===== src/sv/pool2d_pkg.sv =====
// Shared types, constants and defaults of the 2-D pooling block.
`default_nettype none
package pool2d_pkg;

  localparam int SampleBits     = 16;
  localparam int OutIdxBits     = 8;
  localparam int CfgDimBits     = 9;
  localparam int CfgWinBits     = 3;
  localparam int ApbAddrBits    = 5;
  localparam int ApbDataBits    = 32;

  localparam int DefMaxWindow   = 4;
  localparam int DefMaxWidth    = 256;
  localparam int DefMaxHeight   = 256;

  localparam logic KindMax      = 1'b0;
  localparam logic KindMean     = 1'b1;

  typedef enum logic [2:0] {
    RegPoolKind   = 3'd0,
    RegGlobalMode = 3'd1,
    RegWindowSize = 3'd2,
    RegStepSize   = 3'd3,
    RegMapHeight  = 3'd4,
    RegMapWidth   = 3'd5
  } reg_e;

  typedef enum logic [2:0] {
    StIdle,
    StScan,
    StDrain,
    StDivStart,
    StDivWait,
    StEmit
  } state_e;

  typedef struct packed {
    logic                  pool_kind;
    logic                  global_mode;
    logic [CfgWinBits-1:0] window_size;
    logic [CfgWinBits-1:0] step_size;
    logic [CfgDimBits-1:0] map_height;
    logic [CfgDimBits-1:0] map_width;
  } cfg_t;

endpackage
`default_nettype wire


===== src/sv/pool2d_cfg.sv =====
// APB-style configuration register file of the pooling block.
`default_nettype none
module pool2d_cfg (
  input  wire logic                                clk_i,
  input  wire logic                                rst_ni,
  input  wire logic                                psel,
  input  wire logic                                penable,
  input  wire logic                                pwrite,
  input  wire logic [pool2d_pkg::ApbAddrBits-1:0]  paddr,
  input  wire logic [pool2d_pkg::ApbDataBits-1:0]  pwdata,
  output logic      [pool2d_pkg::ApbDataBits-1:0]  prdata,
  output logic                                     pready,
  output pool2d_pkg::cfg_t                         cfg_o,
  output logic                                     restart_o
);
  import pool2d_pkg::*;

  cfg_t cfg_q, cfg_d;
  logic wr;
  logic hit;
  reg_e idx;

  assign pready = 1'b1;
  assign wr     = psel && penable && pwrite;
  assign idx    = reg_e'(paddr[4:2]);
  assign cfg_o  = cfg_q;

  always_comb begin
    cfg_d  = cfg_q;
    hit    = 1'b1;
    prdata = '0;
    unique case (idx)
      RegPoolKind: begin
        prdata = ApbDataBits'(cfg_q.pool_kind);
        cfg_d.pool_kind = pwdata[0];
      end
      RegGlobalMode: begin
        prdata = ApbDataBits'(cfg_q.global_mode);
        cfg_d.global_mode = pwdata[0];
      end
      RegWindowSize: begin
        prdata = ApbDataBits'(cfg_q.window_size);
        cfg_d.window_size = pwdata[CfgWinBits-1:0];
      end
      RegStepSize: begin
        prdata = ApbDataBits'(cfg_q.step_size);
        cfg_d.step_size = pwdata[CfgWinBits-1:0];
      end
      RegMapHeight: begin
        prdata = ApbDataBits'(cfg_q.map_height);
        cfg_d.map_height = pwdata[CfgDimBits-1:0];
      end
      RegMapWidth: begin
        prdata = ApbDataBits'(cfg_q.map_width);
        cfg_d.map_width = pwdata[CfgDimBits-1:0];
      end
      default: hit = 1'b0;
    endcase
  end

  assign restart_o = wr && hit;

  always_ff @(posedge clk_i or negedge rst_ni) begin
    if (!rst_ni) begin
      cfg_q.pool_kind   <= KindMax;
      cfg_q.global_mode <= 1'b0;
      cfg_q.window_size <= CfgWinBits'(2);
      cfg_q.step_size   <= CfgWinBits'(2);
      cfg_q.map_height  <= CfgDimBits'(8);
      cfg_q.map_width   <= CfgDimBits'(8);
    end else if (restart_o) begin
      cfg_q <= cfg_d;
    end
  end
endmodule
`default_nettype wire


===== config.mk =====
export PLATFORM = sky130hd
export DESIGN_NAME = pool2d_cfg
export DESIGN_NICKNAME = d
export VERILOG_FILES = /design/src/sv/pool2d_pkg.sv /design/src/sv/pool2d_cfg.sv
export SDC_FILE = /design/constraint.sdc
export NUM_CORES = 1
export LEC_CHECK = 0
export BUFFER_PORTS_ARGS = -buffer_cell sky130_fd_sc_hd__buf_4
export CAP_MARGIN = 30
export CORE_ASPECT_RATIO = 1.25
export CORE_MARGIN = 3
export CORE_UTILIZATION = 41
export DETAILED_ROUTE_END_ITERATION = 7
export PLACE_DENSITY = 0.82
export SKIP_LAST_GASP = 1
export SLEW_MARGIN = 20
export SYNTH_ARGS = -nofsm -noshare
export SYNTH_HDL_FRONTEND = slang
export SYNTH_SLANG_ARGS = --single-unit
export TNS_END_PERCENT = 100

===== constraint.sdc =====
create_clock -name clk_i -period 1.55 [get_ports clk_i]
set_clock_uncertainty 0.1 [all_clocks]
set_input_delay 0.31 -clock clk_i [delete_from_list [all_inputs] [get_ports clk_i]]
set_output_delay 0.31 -clock clk_i [all_outputs]
set_load 0.1 [all_outputs]

==> impl_metrics.py <==
metrics = {
    "outcome": {
        "outcome": "complete, but fails checks",
        "violations": "setup timing",
    },
    "setup_path": {
        "endpoint_kind": "output port",
        "timing.rr.start": "cfg_o[19]",
        "crit_type": "reg -> out",
        "critical_path_arrival_ns": 1.45,
        "cp.required_ns": 1.14,
        "critPathMaxFanout": 2,
        "reg2reg_slack_ns": 0.27,
        "crit_path_start": "cfg_o[19]",
        "startpoint_type": "flip-flop",
        "crit_end": "prdata[1]",
        "reg2reg_depth": 4,
        "reg2reg_to": "cfg_o[19]",
    },
    "clock_network": {
        "cts.sinks": 26,
        "clk_pin_slew_ns": 0.10,
        "numCtsBuffers": 3,
        "ctsRootBufferMaster": "clkbuf_8",
        "cts_buffer_depth": 2,
        "cts_tree": "built",
        "clkLatencyLatePin_ns": 0.28,
        "cts-htree-levels": 1,
    },
    "placement": {
        "pre_cts_ws_ns": -0.112,
        "dpl.hpwl_um": 2780,
        "placedCellCount": 217,
        "portBuffers": 52,
        "routabilityCongestion": 0.790,
    },
    "logic_synthesis": {
        "synth_cell_types": 22,
        "ys_seq_elements": 26,
        "synth_compound_area_share_pct": 2.76,
        "synth.area.top_cells": "dfrtp_1 38%, mux2_2 20%, buf_4 13%, mux2i_1 8.3%, dfstp_2 7.2%",
        "synth_xor_area_share_pct": 0,
        "synth_largest_area_cell": "dfrtp_1",
        "yosys.area_share.simple_pct": 8.35,
        "synth_top_area_share_pct": 37.9,
        "ys_seq_area_share_pct": 45.1,
        "syn_avg_cell_area_sq_um": 12.3,
        "muxShareOfSynthArea_pct": 28.4,
        "synth_top_family_by_area": "multiplexers",
        "syn_area_sq_um": 1450,
        "syn_inst": 118,
        "yosys_warnings": 0,
        "synthAdderAreaFrac_pct": 0,
    },
    "sta": {
        "finalHoldViolCount": 0,
        "grt_setup_unrepaired": "yes",
        "finalSetupViolations": 13,
        "hold_slack_ns": 0.164,
        "finalMaxSlewViolations": 0,
        "period_minus_slack_ns": 1.86,
        "min_period_over_period_pct": 120,
        "clock.fmax_ghz": 0.538,
        "fin_ws_ns": -0.308,
    },
    "hold_path": {
        "timing.hold.worst.class": "in -> reg",
        "hp-start": "pwdata[5]",
    },
    "global_route": {
        "antenna_found_initial": 0,
        "grt.total_usage_pct": 21.3,
        "grt_overflow": 0,
        "grt_max_degree": 27,
        "grt_pass1_wl_um": 6710,
        "grt_pass1_vias": 1291,
    },
    "pwr": {
        "power.leakage_nw": 1.14,
        "irDropWorstVdd_v": 0.00122,
        "powerDensity_nw_per_um2": 1570,
    },
    "detailed_routing": {
        "drc_errors": 0,
        "dr.first_iter.drc_count": 43,
        "routed_wl_um": 4280,
        "via_per_inst": 4.90,
        "antenna_left": 0,
        "first_pass_iters": 4,
        "vias": 1146,
        "wl_per_cell_um": 18.3,
    },
    "floorplanning": {
        "die_y_um": 72.6,
        "fp.dieW_um": 59.2,
        "fp-row-count": 23,
        "io_pins": 102,
        "initial_core_util_pct": 43.9,
        "coreArea_sq_um": 3310,
        "die_area_sq_um": 4300,
    },
    "job": {
        "max_cap_viol_count": 0,
    },
    "finish": {
        "final_core_util_pct": 78.8,
        "drive_above_1_share_pct": 80.7,
        "nets": 240,
        "antenna_cells": 0,
        "fill_cells": 182,
        "stdcell_count": 234,
        "areaGrowthSynthToFinish_pct": 79.5,
        "largest_reg_flops": 26,
    },
}
## where the power goes
part           switching, mW  leakage [nW]  total, mW  internal (mW)
combinational           1.75         0.809       2.48          0.727
clock                  0.225        0.0357      0.571          0.346
sequential             0.149         0.295       1.06          0.906
## how the worst min path moves through the flow
stage,endpoint,cells after the start
floorplan,cfg_o[10],0
global placement,cfg_o[16],1
detailed placement,cfg_o[6],1
CTS,cfg_o[13],2
global route,cfg_o[15],2
finish,cfg_o[5],2
## cells in the final DEF, fill, tap and decap left out
master	instances
a21oi_4	1
buf_12	17
buf_4	51
buf_6	11
buf_8	1
bufinv_16	1
clkbuf_8	3
conb_1	24
dfrtp_2	3
dfrtp_4	19
dfstp_4	4
dlygate4sd3_1	1
inv_1	1
mux2_2	26
mux2i_1	3
mux2i_4	9
nand2_1	1
nand2b_4	2
nand3_1	1
nand4_1	1
nor2_1	1
nor2_4	6
nor2_8	1
nor3_1	2
nor3_4	1
nor4_1	1
o21a_4	1
o221ai_1	1
o22ai_1	1
o22ai_4	2
## cell families after synthesis
logic type / Yosys count
buf+inv: 29
compound gates: 6
mux: 38
flops: 26
simple gates: 17
other cells: 2
## metal layers
| layer | vias up | track usage [%] | wire [um] |
|---|---|---|---|
| met5 | - | 0 | 0 |
| met4 | 0 | 10.3 | 119 |
| met3 | 9 | 4.45 | 178 |
| met2 | 38 | 38.0 | 2480 |
| met1 | 577 | 23.1 | 1510 |
| li1 | 522 | - | - |
## cell type report
| type | count | area (sq um) | area share, % |
|---|---|---|---|
| Clock buffer | 3 | 41.3 | 1.58 |
| Clock inverter | 1 | 30.0 | 1.15 |
| Inverter | 1 | 3.75 | 0.144 |
| Multi-Input combinational cell | 85 | 868 | 33.3 |
| Sequential cell | 26 | 746 | 28.6 |
| Tap cell | 37 | 46.3 | 1.78 |
| Timing Repair Buffer | 81 | 872 | 33.4 |
## synthesized netlist by cell type (all sizes together)
library cell / number
a21oi: 1
o22ai: 3
nand2b: 2
o21a: 1
nand2: 1
nor3: 3
conb: 2
o221ai: 1
mux2i: 12
dfrtp: 22
nand3: 1
nor4: 1
mux2: 26
nor2: 8
dfstp: 4
nand4: 1
buf: 28
inv: 1
## repair_timing
item	in CTS	in global routing
hold buffers	1	0
gates cloned	0	0
setup buffers	9	3
gates resized for setup	47	17
hold endpoints to repair	22	0
pin swaps	6	0
endpoints found under the setup margin	13	22
## worst max-delay path, stage by stage (launching register included)
cell and delay [ns]:
dfstp_4 0.64, mux2i_4 0.08, o22ai_4 0.22, buf_12 0.21
## stage by stage
| step | TNS (ns) | total power [mW] | cell area [sq um] |
|---|---|---|---|
| 2_1_floorplan | -1.51 | 2.82 | 1820 |
| 3_3_place_gp | -1.14 | 3.13 | 2150 |
| 3_5_place_dp | -1.50 | 3.17 | 2150 |
| 4_1_cts | -1.20 | 3.99 | 2520 |
| 5_1_grt | -1.90 | 4.23 | 2610 |
| 6_report | -1.41 | 4.10 | 2610 |
(Power assumes the default switching activity.)
