--- config.mk ---
export PLATFORM = sky130hd
export DESIGN_NAME = pool2d_div
export DESIGN_NICKNAME = d
export VERILOG_FILES = /design/src/sv/pool2d_div.sv
export SDC_FILE = /design/constraint.sdc
export NUM_CORES = 1
export LEC_CHECK = 0
export ABC_AREA = 0
export BUFFER_PORTS_ARGS = -buffer_cell sky130_fd_sc_hd__buf_4
export CORE_MARGIN = 3
export CORE_UTILIZATION = 45
export CTS_CLUSTER_SIZE = 30
export DETAILED_ROUTE_END_ITERATION = 6
export GPL_TIMING_DRIVEN = 0
export HOLD_SLACK_MARGIN = 0.1
export PLACE_DENSITY = 0.68
export SLEW_MARGIN = 10
export SYNTH_ARGS = -nofsm -noshare
export SYNTH_HDL_FRONTEND = slang
export SYNTH_SLANG_ARGS = --single-unit
--- constraint.sdc ---
create_clock -name clk_i -period 2.5 [get_ports clk_i]
set_input_delay 0.125 -clock clk_i [delete_from_list [all_inputs] [get_ports clk_i]]
set_output_delay 0.125 -clock clk_i [all_outputs]
set_load 0.03 [all_outputs]
--- src/sv/pool2d_div.sv ---
// Serial restoring signed divider, one quotient bit per cycle.
`default_nettype none
module pool2d_div #(
  parameter int NumBits = 33,
  parameter int DenBits = 17,
  parameter int QuoBits = 16
) (
  input  wire logic                      clk_i,
  input  wire logic                      rst_ni,
  input  wire logic                      start_i,
  input  wire logic signed [NumBits-1:0] num_i,
  input  wire logic [DenBits-1:0]        den_i,
  output logic                           busy_o,
  output logic                           done_o,
  output logic [QuoBits-1:0]             quo_o
);
  localparam int CntBits = $clog2(NumBits + 1);

  logic [NumBits-1:0] quo_q, quo_d;
  logic [DenBits:0]   rem_q, rem_d;
  logic [DenBits-1:0] den_q;
  logic               neg_q;
  logic [CntBits-1:0] cnt_q, cnt_d;
  logic               done_q, done_d;
  logic [DenBits:0]   trial;
  logic [NumBits-1:0] quo_s;

  assign trial  = {rem_q[DenBits-1:0], quo_q[NumBits-1]};
  assign busy_o = cnt_q != '0;
  assign done_o = done_q;
  assign quo_s  = neg_q ? (~quo_q + NumBits'(1)) : quo_q;
  assign quo_o  = quo_s[QuoBits-1:0];

  always_comb begin
    quo_d  = quo_q;
    rem_d  = rem_q;
    cnt_d  = cnt_q;
    done_d = 1'b0;
    if (busy_o) begin
      if (trial >= {1'b0, den_q}) begin
        rem_d = trial - {1'b0, den_q};
        quo_d = {quo_q[NumBits-2:0], 1'b1};
      end else begin
        rem_d = trial;
        quo_d = {quo_q[NumBits-2:0], 1'b0};
      end
      cnt_d  = cnt_q - CntBits'(1);
      done_d = cnt_q == CntBits'(1);
    end
  end

  always_ff @(posedge clk_i or negedge rst_ni) begin
    if (!rst_ni) begin
      cnt_q  <= '0;
      done_q <= 1'b0;
    end else if (start_i) begin
      cnt_q  <= CntBits'(NumBits);
      done_q <= 1'b0;
    end else begin
      cnt_q  <= cnt_d;
      done_q <= done_d;
    end
  end

  always_ff @(posedge clk_i) begin
    if (start_i) begin
      neg_q <= num_i[NumBits-1];
      quo_q <= num_i[NumBits-1] ? (~num_i + NumBits'(1)) : num_i;
      rem_q <= '0;
      den_q <= den_i;
    end else begin
      quo_q <= quo_d;
      rem_q <= rem_d;
    end
  end
endmodule
`default_nettype wire

==> results of run 1 <==
layout by cell type (no fill, tap or decap), types with 17 or more instances in the layout:
master          n
buf_4          88
nand2_1        51
edfxtp_1       51
nor2_1         49
a21oi_1        42
xor2_1         32
inv_1          30
xnor2_1        28
o21ai_0        20
ha_1           20
dlygate4sd3_1  20
dfxtp_1        17
synth_stat cells (4+ instances only):
cell type	number
a21oi_1	43
mux2i_1	13
o41ai_1	5
nand3_1	7
o21ai_0	40
xnor2_1	28
nor2_1	50
nor3_1	7
dfrtp_1	7
nand2b_1	4
a21o_1	5
ha_1	21
or4_1	5
xor2_1	32
nand2_1	52
clkbuf_1	11
inv_1	32
o31ai_1	14
edfxtp_1	51
dfxtp_1	17
power by group:
part           leakage [uW]  internal (uW)  switching, uW
Combinational       0.00172            383            474
Clock             0.0000872            384            440
Sequential         0.000738           1470            100
Total               0.00254           2240           1010
metrics by stage:
| step | area, um2 | std cells |
|---|---|---|
| CTS | 6128 | 765 |
| global route | 6213 | 770 |
| detailed placement | 5499 | 711 |
| finish | 6213 | 770 |
| floorplan | 4803 | 505 |
| global placement | 5499 | 711 |
area by class of cell:
class | instances | share of cell area (%)
Timing Repair inverter | 1 | 0.1208
Buffer | 16 | 1.893
Inverter | 32 | 1.994
Tap cell | 136 | 2.739
Clock inverter | 3 | 0.2416
Clock buffer | 13 | 2.396
Timing Repair Buffer | 113 | 14.88
Sequential cell | 75 | 32.94
Multi-Input combinational cell | 381 | 42.79
cells by family (layout without fill, tap and decap cells):
family,count (synthesis),after routing,share of synthesized area [%]
flops,75,75,42.75
fa+ha+maj,22,22,5.905
buf+inv,49,178,4.625
simple gates,153,153,15.57
mux,15,15,3.188
xor+xnor,60,60,10.97
compound gates,131,131,16.98
metal layers:
metal  routed length, um  up-vias  part of all wire (%)
met2                5956      110                    49
met3                 617       15                   5.1
met1                5318     2006                    44
met5                   0        -                     0
met4                 191        0                   1.6
li1                    -     2053                     -
worst register-to-register path, stage by stage (launching register included):
cell,delay (ps)
edfxtp_1,390
inv_1,80
ha_2,180
inv_2,40
fa_2,350
a21o_1,190
a221o_1,360
o211ai_1,280
nand2_2,140
buf_6,170
clkbuf_16,160
mux2i_2,170
o21ai_1,70
repair_timing:
item | in CTS | in global routing
gates resized for setup | 44 | 18
setup endpoints to repair | 55 | 25
endpoints found under the hold margin | 25 | 0
gates cloned | 3 | 0
pin swaps | 6 | 2
hold buffers | 20 | 0
buffers inserted | 15 | 6
registers in the layout, summed over array words and instances (netlist names):
name and flops:
den_q 17, done_o 1, quo_q 33, rem_q 17, neg_q 1, cnt_q 6
final timing paths:
path | from | end | slack (ps) | depth (start not counted)
max | quo_q[0]$_DFFE_PP_ | quo_o[13] | -260 | 6
min | num_i[0] | quo_q[0]$_DFFE_PP_ | 130 | 3
max reg2reg | quo_q[32]$_DFFE_PP_ | rem_q[14]$_SDFFE_PP0P_ | -210 | 12
min reg2reg | rem_q[11]$_SDFFE_PP0P_ | rem_q[11]$_SDFFE_PP0P_ | 470 | 2
max in group asynchronous | rst_ni | cnt_q[0]$_DFFE_PN0P_ | 1520 | 3
min in group asynchronous | rst_ni | cnt_q[4]$_DFFE_PN0P_ | 730 | 3
==> flow_metrics.env, run 1 <==
export IMPL_use_met2_pct=35.00
export IMPL_clock_latency_ps=370
export IMPL_crit_required_ps=2380
export IMPL_synth_top_flop_cell="edfxtp_1"
export IMPL_clockRootBuffer="clkbuf_8"
export IMPL_fin_ws_ps=-259.1
export IMPL_pre_cts_ws_ps=-316.8
export IMPL_grt_use_met3_pct=5.269
export IMPL_post_drt_via_cell_ratio=5.434
export IMPL_nets=704
export IMPL_clk_pin_slew_worst_paths_ps=90
export IMPL_ys_ff_latch=75
export IMPL_tritoncts="yes"
export IMPL_grt_pass1_wl_mm=19.34
export IMPL_syn_inst=505
export IMPL_ant_nets=0
export IMPL_critPathKind="reg2out"
export IMPL_finalCriticalPeriod_ps=2759
export IMPL_fin_skew_ps=15.17
export IMPL_globalRouteOverflowTotal=0
export IMPL_use_met1_pct=25.91
export IMPL_tns_ps=-2716
export IMPL_grt_total_usage_pct=20.70
export IMPL_async_flop_share_pct=9.333
export IMPL_die_area_um2=11910
export IMPL_violations="setup timing"
export IMPL_fillCellCount=887
export IMPL_worst_hold_slack_ps=128.8
export IMPL_tightest_slew_ps=746.2
export IMPL_final_util_pct=60.19
export IMPL_syn_cell_area_um2=4788
export IMPL_die_w_um=109.2
export IMPL_drtPass1Iterations=5
export IMPL_portBuffers=70
export IMPL_antenna_cells=0
export IMPL_ys_warn_count=0
export IMPL_grt_busiest_layer="met2"
export IMPL_die_h_um=109.2
export IMPL_final_hold_violation_count=0
export IMPL_synth_edf_count=51
export IMPL_wl_per_cell_um=15.69
export IMPL_vias=4184
export IMPL_hp_class="in2reg"
export IMPL_critPathTopFamily="simple AND/OR/NAND/NOR gates"
export IMPL_dp_hpwl_mm=8.286
export IMPL_grt_pass1_vias=4158
export IMPL_synthDominantCellAreaShare_pct=31.98
export IMPL_start_util_pct=46.38
export IMPL_first_iter_violations=240
export IMPL_synth_area_leaders="edfxtp_1 (32%), dfxtp_1 (7.1%), xor2_1 (5.9%), ha_1 (5.5%), xnor2_1 (5.1%)"
export IMPL_synth_cell_types=61
export IMPL_powerDensity_nw_per_um2=523.0
export IMPL_ys_seq_area_share_pct=42.75
export IMPL_synth_fp_nets=580
export IMPL_floorplan_core_area_um2=10320
export IMPL_maxSlewHeadroom_pct=50.25
export IMPL_slowest_delay_ps=480
export IMPL_ios=71
export IMPL_final_max_slew_viol_count=0
export IMPL_post_synth_top_area_cell="edfxtp_1"
export IMPL_cap_violations=0
export IMPL_crit_buf_inv=1
export IMPL_cts_buffers=9
export IMPL_p_leak_uw=0.002542
export IMPL_ir_drop_mv=0.4081
export IMPL_post_synth_cell_area_avg_um2=9.482
export IMPL_finalCritPeriodShare_pct=110.4
export IMPL_rsz0062_at_grt="yes"
export IMPL_core_rowCount=37
export IMPL_setup_viol=20
export IMPL_htreeDepth=3
export IMPL_wl_mm=12.08
export IMPL_antenna_found_initial=0
export IMPL_crit_slowest_cell="or4_4"
export IMPL_cp_arrival_ps=2630
export IMPL_gp_congestion=0.9229
export IMPL_grt_max_degree=23
export IMPL_syn_to_final_growth_pct=29.76
export IMPL_total_power_uw=3250
export IMPL_regArea_um2=2047
export IMPL_multi_input_area_um2=2659
export IMPL_drc=0
export IMPL_drive_gt1_share_pct=23.34
export IMPL_endpoint_kind="output port"
export IMPL_max_freq_mhz=362.4
export IMPL_cp_max_fo=3
export IMPL_worstSetupStartpointType="register"
export IMPL_status="finished with violations"
export IMPL_clockBufferDepth=2
export IMPL_worstPathCellList="or3_4 > or3b_4 > or4_4 > o41ai_4 > xnor2_1 > buf_4"
export IMPL_cts_sinks=75
Power figures use the tool's default switching activity.
==> inputs of run 2 (changes only) <==
- clock period: 2.5 -> 2.4 ns (I/O delays scaled with it)
==> run 2 against run 1 <==
Die area stayed put. Critical path depth stayed put. Count of clock-buffer cells in the layout is 2 lower. Hold slack better by 21 ps. First-iteration DRC count is 16% lower. Register-to-register slack hardly changed. Sequential share of layout area is 0.40 points lower. Highest routed layer unchanged. Flip-flop and latch count stayed put. Combinational power is 4.4% higher. Final cell count is 0.26% lower. Clock power is 32% higher. The flow still finishes with violations (setup timing).
==> flow_metrics.env, run 2 (synthesis results as in run 1) <==
export IMPL_clockBufferDepth=2
export IMPL_p_leak_uw=0.002577
export IMPL_fin_ws_ps=-346.6
export IMPL_reg2reg_slack_ps=-220
export IMPL_final_util_pct=60.93
export IMPL_tns_ps=-3827
export IMPL_grt_pass1_wl_mm=19.69
export IMPL_worst_hold_slack_ps=149.3
export IMPL_critPathKind="reg2out"
export IMPL_syn_to_final_growth_pct=31.36
export IMPL_cap_violations=0
export IMPL_violations="setup timing"
export IMPL_final_common_cell="buf_4"
export IMPL_fin_skew_ps=12.30
export IMPL_status="finished with violations"
export IMPL_powerDensity_nw_per_um2=575.9
export IMPL_vias=4121
export IMPL_grt_pass1_vias=4122
export IMPL_setup_viol=22
export IMPL_ios=71
export IMPL_gp_congestion=0.8551
export IMPL_die_h_um=109.2
export IMPL_grt_total_usage_pct=20.97
export IMPL_multi_input_area_um2=2686
export IMPL_layout_common_cells="buf_4 (86), edfxtp_1 (51), nor2_1 (48), nand2_1 (47), a21oi_1 (42)"
export IMPL_clk_pin_slew_worst_paths_ps=80
export IMPL_worstSetupStartpointType="register"
export IMPL_first_iter_violations=201
export IMPL_max_freq_mhz=364.1
export IMPL_drc=0
export IMPL_ant_nets=0
export IMPL_clock_latency_ps=350
export IMPL_tightest_slew_ps=675.4
export IMPL_finalCriticalPeriod_ps=2747
export IMPL_dp_hpwl_mm=8.400
export IMPL_wl_per_cell_um=15.70
export IMPL_antenna_cells=0
export IMPL_core_rowCount=37
export IMPL_cp_max_fo=3
export IMPL_nets=702
export IMPL_fillCellCount=890
export IMPL_portBuffers=70
export IMPL_die_area_um2=11910
export IMPL_ir_drop_mv=0.3960
export IMPL_crit_required_ps=2280
export IMPL_finalCritPeriodShare_pct=114.4
export IMPL_cts_buffers=9
export IMPL_regArea_um2=2047
export IMPL_antenna_found_initial=0
export IMPL_largest_reg_flops=33
export IMPL_htreeDepth=3
export IMPL_clockRootBuffer="clkbuf_8"
export IMPL_tritoncts="yes"
export IMPL_cts_sinks=75
export IMPL_final_hold_violation_count=0
export IMPL_wl_mm=12.06
export IMPL_maxSlewHeadroom_pct=54.97
export IMPL_post_drt_via_cell_ratio=5.366
export IMPL_rsz0062_at_grt="yes"
export IMPL_endpoint_kind="output port"
export IMPL_hp_class="in2reg"
export IMPL_pre_cts_ws_ps=-318.1
export IMPL_globalRouteOverflowTotal=0
export IMPL_finalNonFillerCells=768
export IMPL_cp_arrival_ps=2630
export IMPL_die_w_um=109.2
export IMPL_reg_top3="quo_q (33), den_q (17), rem_q (17)"
export IMPL_top_register="quo_q"
export IMPL_drtPass1Iterations=5
export IMPL_drive_gt1_share_pct=24.84
export IMPL_place_inst=711
export IMPL_grt_max_degree=23
export IMPL_start_util_pct=46.38
export IMPL_floorplan_core_area_um2=10320
export IMPL_final_max_slew_viol_count=0
[run 2: changes by cell type in the layout (fill, tap and decap cells not counted), moves of 3 or more]
| cell | before | now |
|---|---|---|
| clkbuf_1 | 13 | 10 |
| nand2_1 | 51 | 47 |
| nand2_2 | 1 | 4 |
| o21ai_1 | 16 | 12 |
| o21ai_2 | 4 | 8 |
[run 2: worst paths after layout]
check	from	cells past startpoint	endpoint
setup / recovery	quo_q[1]$_DFFE_PP_	6	quo_o[13]
min in group asynchronous	rst_ni	3	cnt_q[4]$_DFFE_PN0P_
max in group asynchronous	rst_ni	3	cnt_q[2]$_DFFE_PN0P_
setup reg to reg	quo_q[32]$_DFFE_PP_	12	rem_q[16]$_SDFFE_PP0P_
hold reg to reg	rem_q[3]$_SDFFE_PP0P_	2	rem_q[3]$_SDFFE_PP0P_
hold / removal	num_i[31]	3	quo_q[31]$_DFFE_PP_
[run 2: through the flow]
step | cell area [um2] | total power, uW
5_1_grt | 6290 | 3807
6_report | 6290 | 3622
3_3_place_gp | 5509 | 2439
4_1_cts | 6195 | 3625
2_1_floorplan | 4813 | 2153
3_5_place_dp | 5509 | 2463
[run 2: report_power, final]
group          total (uW)  switching, uW  leakage (uW)  internal [uW]
Combinational         895            494       0.00173            401
Sequential           1640            106      0.000738           1530
Clock                1090            480      0.000109            611
Total                3620           1080       0.00258           2540
[run 2: metal layers]
metal	up-vias	global-route usage, %	routed length [um]	share of wire (%)
met5	-	0	0	0
met4	0	6.492	176	1.5
met3	12	4.440	507	4.2
met2	102	34.21	5790	48
met1	1952	27.90	5582	46
li1	2055	-	-	-
[run 2: cell type report]
class / count / area share (%)
multi-input combinational: 381 / 42.71
sequential: 75 / 32.54
timing repair buffer: 110 / 14.50
tap: 136 / 2.705
clock buffer: 11 / 2.248
buffer: 17 / 1.969
inverter: 32 / 1.969
clock inverter: 5 / 1.233
timing repair inverter: 1 / 0.1194
[run 2: worst max-delay path: stages (launching register included)]
cell,delay [ps]
edfxtp_1,420
or3_4,410
or3b_4,410
or4_4,480
o41ai_4,230
xnor2_1,150
buf_4,180
[run 2: timing repair]
| action | 4_1_cts | 5_1_grt |
|---|---|---|
| hold endpoints to repair | 25 | 0 |
| endpoints found under the setup margin | 56 | 27 |
| resized for setup | 45 | 23 |
| pin swaps | 8 | 8 |
| hold buffers | 20 | 0 |
| setup buffers | 16 | 2 |
| gates cloned | 3 | 0 |
==> inputs of run 3 (changes only) <==
- PLACE_DENSITY: 0.68 -> not set
- PLACE_DENSITY_LB_ADDON: not set -> 0.05
==> run 3 against run 2 <==
The flow still finishes with violations (setup timing). Final cell count rose by 0.78%. Combinational power barely moved. Via count barely moved. Core utilization rose by 0.80 points. Clock skew fell by 5.4 ps. Design area rose by 1.3%. Routed wire length rose by 1.6%. Maximum frequency fell by 1.1%.
==> flow_metrics.env, run 3 (synthesis results as in run 1) <==
export IMPL_die_area_um2=11910
export IMPL_cp_max_fo=2
export IMPL_drive_gt1_share_pct=24.61
export IMPL_netSwitchingPower_uw=1067
export IMPL_rsz0062_at_grt="yes"
export IMPL_reg2reg_slack_ps=-300
export IMPL_htreeDepth=3
export IMPL_core_rowCount=37
export IMPL_violations="setup timing"
export IMPL_reg_top3="quo_q (33), den_q (17), rem_q (17)"
export IMPL_start_util_pct=46.38
export IMPL_place_inst=711
export IMPL_worstReg2RegEnd="rem_q[16]$_SDFFE_PP0P_"
export IMPL_clkPwrFrac_pct=32.4
export IMPL_layout_common_cells="buf_4 (92), edfxtp_1 (51), nor2_1 (49), nand2_1 (48), a21oi_1 (41)"
export IMPL_clock_latency_ps=350
export IMPL_worst_hold_slack_ps=120.9
export IMPL_grt_max_degree=35
export IMPL_finalCritPeriodShare_pct=115.7
export IMPL_clockBufferDepth=2
export IMPL_top_layer_used="met4"
export IMPL_rr_startpoint="quo_q[32]$_DFFE_PP_"
export IMPL_grt_pass1_vias=4066
export IMPL_syn_to_final_growth_pct=33.08
export IMPL_antenna_found_initial=0
export IMPL_die_w_um=109.2
export IMPL_max_freq_mhz=360.0
export IMPL_antenna_cells=0
export IMPL_globalRouteOverflowTotal=0
export IMPL_p_comb_share_pct=24.0
export IMPL_wl_met1_mm=5.158
export IMPL_final_util_pct=61.73
export IMPL_final_common_cell="buf_4"
export IMPL_vias=4118
export IMPL_hp_class="in2reg"
export IMPL_nets=708
export IMPL_fin_ws_ps=-377.9
export IMPL_seqPwrFrac_pct=43.6
export IMPL_endpoint_kind="output port"
export IMPL_holdCritStartpoint="num_i[0]"
export IMPL_setup_viol=21
export IMPL_cp_arrival_ps=2660
export IMPL_fin_skew_ps=6.858
export IMPL_ir_drop_mv=0.4496
export IMPL_grt_pass1_wl_mm=19.53
export IMPL_cts_sinks=75
export IMPL_portBuffers=70
export IMPL_dpl_instance_area_um2=5509
export IMPL_drc=0
export IMPL_die_h_um=109.2
export IMPL_finalCriticalPeriod_ps=2778
export IMPL_maxSlewHeadroom_pct=51.96
export IMPL_status="finished with violations"
export IMPL_grt_total_usage_pct=21.13
export IMPL_cts_buffers=9
export IMPL_clk_pin_slew_worst_paths_ps=70
export IMPL_internal_power_uw=2666
export IMPL_gp_congestion=0.8359
export IMPL_ios=71
export IMPL_floorplan_core_area_um2=10320
export IMPL_top_register="quo_q"
export IMPL_clockRootBuffer="clkbuf_8"
export IMPL_wl_mm=12.25
export IMPL_endpoint="quo_o[15]"
export IMPL_worstSetupStartpointType="register"
export IMPL_largest_reg_flops=33
export IMPL_ant_nets=0
export IMPL_tightest_slew_ps=718.0
export IMPL_reg2reg_depth=12
export IMPL_startpoint="quo_q[1]$_DFFE_PP_"
export IMPL_final_max_slew_viol_count=0
export IMPL_wl_per_cell_um=15.83
export IMPL_dp_hpwl_mm=8.321
export IMPL_first_iter_violations=201
export IMPL_finalNonFillerCells=774
export IMPL_final_cell_area_um2=6372
export IMPL_tritoncts="yes"
export IMPL_crit_required_ps=2280
export IMPL_cap_violations=0
export IMPL_powerDensity_nw_per_um2=585.8
export IMPL_final_hold_violation_count=0
export IMPL_switching_share_pct=28.57
export IMPL_total_power_uw=3733
export IMPL_drtPass1Iterations=5
export IMPL_critPathKind="reg2out"
export IMPL_post_drt_via_cell_ratio=5.320
export IMPL_wl_met2_mm=6.376
export IMPL_p_leak_uw=0.002631
export IMPL_met3WireLength_um=532
## run 3: cell types whose count changed in the layout (fill, tap and decap cells not counted), sizes merged
cell and delta:
buf +6, clkbuf +3, clkinv -1, clkinvlp -3, inv +1
## run 3: power by group through the flow
| stage | Clock, uW | Combinational (uW) | Sequential [uW] |
|---|---|---|---|
| after floorplan | 0 | 526 | 1630 |
| after CTS | 1230 | 884 | 1630 |
| after global routing | 1270 | 987 | 1650 |
| after detailed placement | 0 | 814 | 1650 |
| final | 1210 | 894 | 1630 |
| after global placement | 0 | 800 | 1650 |
## run 3: metrics by stage
stage / TNS (ps) / worst slack, ps
6_report: -4873 / -377.9
5_1_grt: -7978 / -472.5
4_1_cts: -4697 / -449.7
3_5_place_dp: -4197 / -345.8
3_3_place_gp: -11080 / -354.8
2_1_floorplan: -87.23 / -79.65
## run 3: cell type report
| cell class | count | area [um2] |
|---|---|---|
| Fill cell | 911 | 3951 |
| Sequential cell | 75 | 2047 |
| Buffer | 17 | 133.9 |
| Timing Repair Buffer | 117 | 980.9 |
| Clock buffer | 13 | 191.4 |
| Inverter | 32 | 122.6 |
| Multi-Input combinational cell | 381 | 2663 |
| Clock inverter | 3 | 63.81 |
| Tap cell | 136 | 170.2 |
## run 3: worst min path at each step
stage	end	slack (ps)	cells past startpoint
finish	quo_q[0]$_DFFE_PP_	120	3
global route	quo_q[0]$_DFFE_PP_	120	3
CTS	quo_q[0]$_DFFE_PP_	110	3
detailed placement	cnt_q[1]$_DFFE_PN0P_	-60	1
global placement	done_o$_DFF_PN0_	-60	1
floorplan	cnt_q[0]$_DFFE_PN0P_	-180	0
## run 3: routing by layer
| metal | vias to the layer above | track usage, % |
|---|---|---|
| met2 | 109 | 37.94 |
| met1 | 1931 | 25.15 |
| met3 | 14 | 4.085 |
| met4 | 0 | 7.124 |
| met5 | - | 0 |
| li1 | 2064 | - |
## run 3: what timing repair did
action,in CTS,in global routing
setup buffers,25,1
endpoints found under the hold margin,25,0
gates resized for setup,48,14
endpoints found under the setup margin,23,58
pin swaps,16,8
cloned,2,0
hold buffers,20,0
## run 3: worst max-delay path, stage by stage (launching register included)
cell,delay [ps]
edfxtp_1,390
or3_4,400
or3b_4,410
or4_4,460
buf_6,140
o31ai_4,190
xnor2_1,140
buf_4,180
